[src/hw/rtl/assert_macros.svh]
// Assertion macros used by the RTL top level
`ifndef ASSERT_MACROS_SVH
`define ASSERT_MACROS_SVH
`ifndef SYNTHESIS
`define AGA_ASSERT(lbl, clk, rst_n, prop) \
  lbl: assert property (@(posedge clk) disable iff (!rst_n) prop) \
    else $error("assertion failed");
`define AGA_ASSERT_NEXT(lbl, clk, rst_n, ante, cons) \
  lbl: assert property (@(posedge clk) disable iff (!rst_n) (ante) |=> (cons)) \
    else $error("assertion failed");
`else
`define AGA_ASSERT(lbl, clk, rst_n, prop)
`define AGA_ASSERT_NEXT(lbl, clk, rst_n, ante, cons)
`endif
`endif

[src/hw/rtl/aga_pkg.sv]
// Types, constants and helpers for the atlas allocator
package aga_pkg;

  localparam int MAX_PAGES   = 8;
  localparam int PAGE_W      = $clog2(MAX_PAGES);
  localparam int MAX_REGIONS = 64;
  localparam int REG_AW      = $clog2(MAX_REGIONS);
  localparam int LEN_W       = $clog2(MAX_REGIONS + 1);
  localparam int MAX_EDGE    = 8190;
  localparam int CLASS_COUNT = 4;
  localparam int PAD         = 2;
  localparam int EXTENT_CAP  = 8192;
  localparam logic [13:0] MIN_EXT_RESET = 14'd1024;

  typedef enum logic [1:0] {
    ST_OK      = 2'd0,
    ST_NO_SLOT = 2'd1,
    ST_FULL    = 2'd2,
    ST_BAD     = 2'd3
  } status_t;

  typedef enum logic [1:0] {
    RK_ERR   = 2'd0,
    RK_REL   = 2'd1,
    RK_ALLOC = 2'd2
  } res_kind_t;

  typedef struct packed {
    logic [PAGE_W-1:0] page;
    logic [12:0]       x;
    logic [12:0]       y;
    logic [13:0]       w;
    logic [13:0]       h;
  } region_t;

  typedef struct packed {
    logic      load_req;
    logic      init;
    logic      run;
    logic      filt;
    logic      len_from_wr;
    logic      rel_update;
    logic      push_rel;
    logic      new_page;
    logic      push_right;
    logic      push_bottom;
    logic      res_load;
    res_kind_t res_kind;
    status_t   res_status;
    logic      res_drop;
    logic      out_load;
  } cmd_t;

  typedef struct packed {
    logic mode;
    logic bad;
    logic ext_bad;
    logic rel_valid;
    logic rel_zero;
    logic len_full;
    logic scan_done;
    logic found;
    logic rem_fail;
    logic no_slot;
    logic net_fail;
    logic out_free;
  } sts_t;

  function automatic logic [14:0] next_pow2(input logic [13:0] m);
    logic [13:0] v;
    logic [14:0] c;
    v = m - 14'd1;
    c = 15'd1;
    for (int i = 0; i < 14; i++) begin
      if (v[i]) c = 15'(15'd1 << (i + 1));
    end
    return c;
  endfunction

  function automatic logic [PAGE_W-1:0] first_free(input logic [MAX_PAGES-1:0] v);
    logic [PAGE_W-1:0] s;
    s = '0;
    for (int i = MAX_PAGES - 1; i >= 0; i--) begin
      if (!v[i]) s = PAGE_W'(i);
    end
    return s;
  endfunction

endpackage

[src/hw/rtl/aga_ctrl.sv]
// Sequencer for allocate and release requests
module aga_ctrl (
  input  logic          clk,
  input  logic          rst_n,
  input  logic          in_valid,
  output logic          in_stall,
  input  aga_pkg::sts_t sts,
  output aga_pkg::cmd_t cmd
);

  typedef enum logic [7:0] {
    S_IDLE   = 8'b0000_0001,
    S_CHECK  = 8'b0000_0010,
    S_SCAN   = 8'b0000_0100,
    S_DECIDE = 8'b0000_1000,
    S_FILTER = 8'b0001_0000,
    S_PUSH_R = 8'b0010_0000,
    S_PUSH_B = 8'b0100_0000,
    S_FINISH = 8'b1000_0000
  } state_t;

  state_t state_r, state_nxt;

  assign in_stall = (state_r != S_IDLE);

  always_comb begin
    cmd        = '0;
    cmd.res_kind   = aga_pkg::RK_ERR;
    cmd.res_status = aga_pkg::ST_OK;
    state_nxt  = state_r;
    unique case (state_r)
      S_IDLE: begin
        if (in_valid) begin
          cmd.load_req = 1'b1;
          state_nxt    = S_CHECK;
        end
      end
      S_CHECK: begin
        if (!sts.mode) begin
          if (sts.bad) begin
            cmd.res_load   = 1'b1;
            cmd.res_status = aga_pkg::ST_BAD;
            state_nxt      = S_FINISH;
          end else begin
            cmd.init  = 1'b1;
            state_nxt = S_SCAN;
          end
        end else if (!sts.rel_valid) begin
          cmd.res_load = 1'b1;
          cmd.res_kind = aga_pkg::RK_REL;
          state_nxt    = S_FINISH;
        end else begin
          cmd.rel_update = 1'b1;
          if (sts.rel_zero) begin
            cmd.init     = 1'b1;
            cmd.res_load = 1'b1;
            cmd.res_kind = aga_pkg::RK_REL;
            cmd.res_drop = 1'b1;
            state_nxt    = S_FILTER;
          end else if (sts.len_full) begin
            cmd.res_load   = 1'b1;
            cmd.res_status = aga_pkg::ST_FULL;
            state_nxt      = S_FINISH;
          end else begin
            cmd.push_rel = 1'b1;
            cmd.res_load = 1'b1;
            cmd.res_kind = aga_pkg::RK_REL;
            state_nxt    = S_FINISH;
          end
        end
      end
      S_SCAN: begin
        cmd.run = 1'b1;
        if (sts.scan_done) state_nxt = S_DECIDE;
      end
      S_DECIDE: begin
        if (sts.found) begin
          if (sts.rem_fail) begin
            cmd.res_load   = 1'b1;
            cmd.res_status = aga_pkg::ST_FULL;
            state_nxt      = S_FINISH;
          end else begin
            cmd.init  = 1'b1;
            state_nxt = S_FILTER;
          end
        end else if (sts.ext_bad) begin
          cmd.res_load   = 1'b1;
          cmd.res_status = aga_pkg::ST_BAD;
          state_nxt      = S_FINISH;
        end else if (sts.no_slot) begin
          cmd.res_load   = 1'b1;
          cmd.res_status = aga_pkg::ST_NO_SLOT;
          state_nxt      = S_FINISH;
        end else if (sts.net_fail) begin
          cmd.res_load   = 1'b1;
          cmd.res_status = aga_pkg::ST_FULL;
          state_nxt      = S_FINISH;
        end else begin
          cmd.new_page = 1'b1;
          state_nxt    = S_PUSH_R;
        end
      end
      S_FILTER: begin
        cmd.run  = 1'b1;
        cmd.filt = 1'b1;
        if (sts.scan_done) begin
          cmd.len_from_wr = 1'b1;
          state_nxt       = sts.mode ? S_FINISH : S_PUSH_R;
        end
      end
      S_PUSH_R: begin
        cmd.push_right = 1'b1;
        state_nxt      = S_PUSH_B;
      end
      S_PUSH_B: begin
        cmd.push_bottom = 1'b1;
        cmd.res_load    = 1'b1;
        cmd.res_kind    = aga_pkg::RK_ALLOC;
        state_nxt       = S_FINISH;
      end
      S_FINISH: begin
        if (sts.out_free) begin
          cmd.out_load = 1'b1;
          state_nxt    = S_IDLE;
        end
      end
      default: state_nxt = S_IDLE;
    endcase
  end

  always_ff @(posedge clk) begin
    if (!rst_n) state_r <= S_IDLE;
    else        state_r <= state_nxt;
  end

endmodule

[config.mk]
export PLATFORM = sky130hd
export DESIGN_NAME = aga_ctrl
export DESIGN_NICKNAME = d
export VERILOG_FILES = /design/src/hw/rtl/assert_macros.svh /design/src/hw/rtl/aga_pkg.sv /design/src/hw/rtl/aga_ctrl.sv
export SDC_FILE = /design/constraint.sdc
export NUM_CORES = 1
export LEC_CHECK = 0
export BUFFER_PORTS_ARGS = -buffer_cell sky130_fd_sc_hd__buf_4
export CAP_MARGIN = 20
export CORE_MARGIN = 10
export CORE_UTILIZATION = 35
export DETAILED_ROUTE_END_ITERATION = 10
export SLEW_MARGIN = 20
export SYNTH_ARGS = -nofsm -noshare
export SYNTH_HDL_FRONTEND = slang
export SYNTH_SLANG_ARGS = --single-unit
[constraint.sdc]
create_clock -name clk -period 2.4 [get_ports clk]
set_input_delay 0.24 -clock clk [delete_from_list [all_inputs] [get_ports clk]]
set_output_delay 0.24 -clock clk [all_outputs]
set_load 0.02 [all_outputs]
======== After elaboration in Yosys (flattened, before gate mapping) ========
Cells that the tools add are included.
cells by class
  bitwise operators ....................... 0
  reduce and logical (&&, ||, !) cells .... 2
  add/subtract/negate cells ............... 0
  muxes and demuxes ....................... 67
  multipliers ............................. 0
  shift-type cells ........................ 0
  divide/modulo/power cells ............... 0
  order comparisons ....................... 0
  equality and inequality tests ........... 13
operator list
  kind                                                                     count
  8-bit two-way mux                                                        14
  8-bit one-hot mux with 8 select lines                                    1
  1-bit two-way mux                                                        33
  2-bit two-way mux                                                        14
  8-bit by 1-bit equality test with 1-bit output, second input constant    1
  8-bit by 2-bit equality test with 1-bit output, second input constant    1
  8-bit by 3-bit equality test with 1-bit output, second input constant    1
  8-bit by 4-bit equality test with 1-bit output, second input constant    1
  8-bit by 5-bit equality test with 1-bit output, second input constant    1
  8-bit by 6-bit equality test with 1-bit output, second input constant    1
  8-bit by 7-bit equality test with 1-bit output, second input constant    1
  8-bit equality test, second input constant                               1
  2-bit inequality test, second input constant                             4
  8-bit by 1-bit inequality test with 1-bit output, second input constant  1
  2-bit one-hot mux with 2 select lines                                    2
  4-bit AND reduction                                                      1
  3-bit two-way mux                                                        1
  1-bit one-hot mux with 3 select lines                                    1
  1-bit one-hot mux with 2 select lines                                    1
  2-bit OR reduction                                                       1
storage, ports and cells
  bits in writable memories ............... 0
  bits in read-only memories .............. 0
  logic and storage cells ................. 83
  memories kept ........................... 0
  register bits after elaboration ......... 8
  bits in latches ......................... 0
  output and inout port bits .............. 18
  bits of input ports ..................... 15

======== Depth between registers and ports, before layout ========
  depth after elaboration ................. 5
  mapped depth ............................ 6
  gate-level depth less buffers ........... 6

======== Worst setup path before layout ========
No wires, ideal clock.
  path type ............................... reg-to-output
  start point ............................. register state_r[7]
  end point ............................... output cmd[10] (netlist name)
  buffers on the path ..................... 1
  cell stages (with the launch flop) ...... 6
  slack ................................... 0.276 ns
  data required time ...................... 2.160 ns
  data arrival time ....................... 1.884 ns
  path through ............................ dfxtp_1 nor4_4 and4b_1 buf_2 and3_1 nor3b_1
RTL lines
  element                 line             text
  start, declared         aga_ctrl.sv:22   state_t state_r, state_nxt;
  start signal, assigned  aga_ctrl.sv:133  else state_r <= state_nxt;
  end, declared           aga_ctrl.sv:8    output aga_pkg::cmd_t cmd

==> impl_results.md <==
- Clock Path Buffers: 2
- Initial Util: 0.367
- Vias: 749
- Crit-path max cell delay: 400 ps
- Worst-Margin Slew: 429 ps
- CTS tree: done
- FFs w/ async S/R, synth: 0
- Largest register FFs: 8
- Clock sinks: 8
- Setup crit end kind: output pin
- Fin crit share: 0.916
- Clock skew: 3.02 ps
- Max Cap Viol: 0
- Fin crit period: 2200 ps
- Initial antenna violation count: 0
- Critical path cell sequence: nor4_4 > and4b_2 > nand2_1 > o22ai_1 > a21o_1 > buf_4
- RSZ-0062 raised after global routing: false
- CP Launch Type: register
- Final setup viols: 0
- Leak Pwr: 0.435 nW
- Biggest regs: state_r (8)
- Row count: 15
- Global route overflow: 0
- Final hold vios: 0
- WL final: 2.12 mm
- Crit Path Class: reg2out
- Post-synth EDFFs: 0
- PwrDens: 459 nW/µm²
- Crit-path max FO: 6
- Synth top area share: 0.255
- Ant diodes: 0
- Min-Delay Path Class: in2reg
- FILL cells: 169
- Synth Register Bits: 8
- GPL Wtd Cong: 0.758
- Critical path required time: 2160 ps
- Layout cell share with drive strength beyond 1: 0.356
- Met3 wire length: 199 µm
- Slew headroom: 0.712
- Nets@finish: 135
- Die Y: 62.3 µm
- Core box area: 1710 µm²
- Cell at the slowest stage of the critical path: nor4_4
- Routed vias/inst: 5.24
- YS warnings: 0
- Post-synth cell types: 31
- Gate count after technology mapping: 84
- Post-CTS resize count: 0
- Port Buffers: 32
- Largest register by flop count: state_r
- 1st-iter DRT viols: 17
- Die area: 3880 µm²
- Worst Path Arrival: 1960 ps
- Hold buffers post-CTS: 0
- DR top layer: met4
- CTS H-tree lvls: 1
- Clock transition at path regs: 60 ps
- Total CTS buffers: 3
- Cell area after synthesis: 627 µm²
- Clk root buf: clkbuf_4
- Vias in the first global route: 752
- First-pass GRT wire length: 3.49 mm
- Routed Antenna Nets: 0
- Largest net degree at the start of global routing: 8
- Outcome: complete, no violations
- Metal2 WL: 882 µm
- Clk_lat worst skew: 250 ps
- Setup TNS: 0 ps
- Die W: 62.3 µm
- Post-synth top area cell: dfxtp_1
- Tot Pwr: 0.421 mW
- Slew Limit Fails: 0
- Post-CTS setup buffers: 0
- Top FF cell, synth: dfxtp_1
- Synthesized area per cell: 7.46 µm²
- Drt first pass iters: 4
- Total GRT Usage: 0.107
- Most frequent cells after synthesis: nor2_1 (20), dfxtp_1 (8), nand2_1 (7)
- DRT met1 WL: 1.02 mm
- DRC viols: 0
- Sequential share of the synthesized area: 0.255
- Area Overhead vs Synth: 46.3%
- IO Count: 33
- Peak supply drop: 0.270 mV
- Fmax achieved: 455 MHz
- Syn Nets: 99
- Detailed placer's ending HPWL: 1.77 mm
- Post-DR wirelength/cell: 14.8 µm
- Most frequent cell after synthesis: nor2_1
- Top cells by area, synth: dfxtp_1 (26%), nor2_1 (12%), nor4_4 (6.8%)
-- per-layer routing --
metal / global-route usage / vias to the layer above
met1: 0.136 / 334
li1: - / 375
met4: 0.0447 / 0
met2: 0.153 / 38
met3: 0.0484 / 2
met5: 0 / -
-- worst paths after layout --
path,start,end,slack (ps),depth (start not counted)
max,state_r[7]$_SDFFE_PN0P_,cmd[15],200,6
min,in_valid,state_r[0]$_SDFFE_PN1P_,220,2
max reg2reg,state_r[7]$_SDFFE_PN0P_,state_r[7]$_SDFFE_PN0P_,590,6
min reg2reg,state_r[2]$_SDFFE_PN0P_,state_r[3]$_SDFFE_PN0P_,610,2
-- through the flow --
step | hold slack (ps) | cell area, µm² | setup WS, ps | instances | util
final | 220 | 917 | 202 | 143 | 0.537
after floorplan | 329 | 627 | 276 | 84 | -
after global placement | 486 | 893 | 541 | 140 | 0.523
after detailed placement | 487 | 893 | 454 | 140 | 0.523
after global routing | 219 | 917 | 19.8 | 143 | 0.537
after CTS | 221 | 916 | 171 | 143 | 0.536
-- logic make-up after synthesis --
kind of cell / after synthesis / share of synthesized area
buffers and inverters: 6 / 0.0379
and+or+nand+nor: 50 / 0.495
DFF: 8 / 0.255
xor gates and xnor gates: 1 / 0.0140
AOI/OAI and AO/OA: 19 / 0.198
-- area by class of cell --
type	instances	area (µm²)	area share
sequential	8	160	0.175
timing repair buffer	32	240	0.262
clock buffer	3	22.5	0.0246
inverter	5	18.8	0.0205
multi-input combinational	70	444	0.484
tap	25	31.3	0.0341
-- placed cells by master (no fill, tap or decap), drive strengths merged --
master / netlist / final
a31oi: 1 / 1
nand3: 1 / 1
o211ai: 1 / 1
o21a: 2 / 2
nor2b: 3 / 3
o22ai: 2 / 2
xnor2: 1 / 1
nor2: 20 / 20
and4b: 1 / 1
dfxtp: 8 / 8
nand2: 8 / 8
a21oi: 3 / 3
a311oi: 1 / 1
or4: 1 / 1
clkbuf: 0 / 3
nand2b: 1 / 1
o311ai: 1 / 1
inv: 5 / 5
and2b: 1 / 1
nand4b: 5 / 5
o31ai: 1 / 1
nor4: 3 / 3
and3: 2 / 2
o21ai: 4 / 4
a21o: 2 / 2
nor3b: 4 / 4
a22oi: 1 / 1
buf: 1 / 32
-- report_power, final --
group | leakage (nW) | switching (mW) | internal, mW | total [mW]
Sequential | 0.0650 | 0.0140 | 0.142 | 0.156
Combinational | 0.356 | 0.0896 | 0.0729 | 0.162
Clock | 0.0138 | 0.0457 | 0.0572 | 0.103
-- worst max-delay path, delay by kind of cell, from the launching register on --
family / cells / cell delay, ps
AOI/OAI and AO/OA: 2 / 380
buffers and inverters: 1 / 130
DFF: 1 / 350
and+or+nand+nor: 3 / 850
Power figures use the tool's default switching activity.
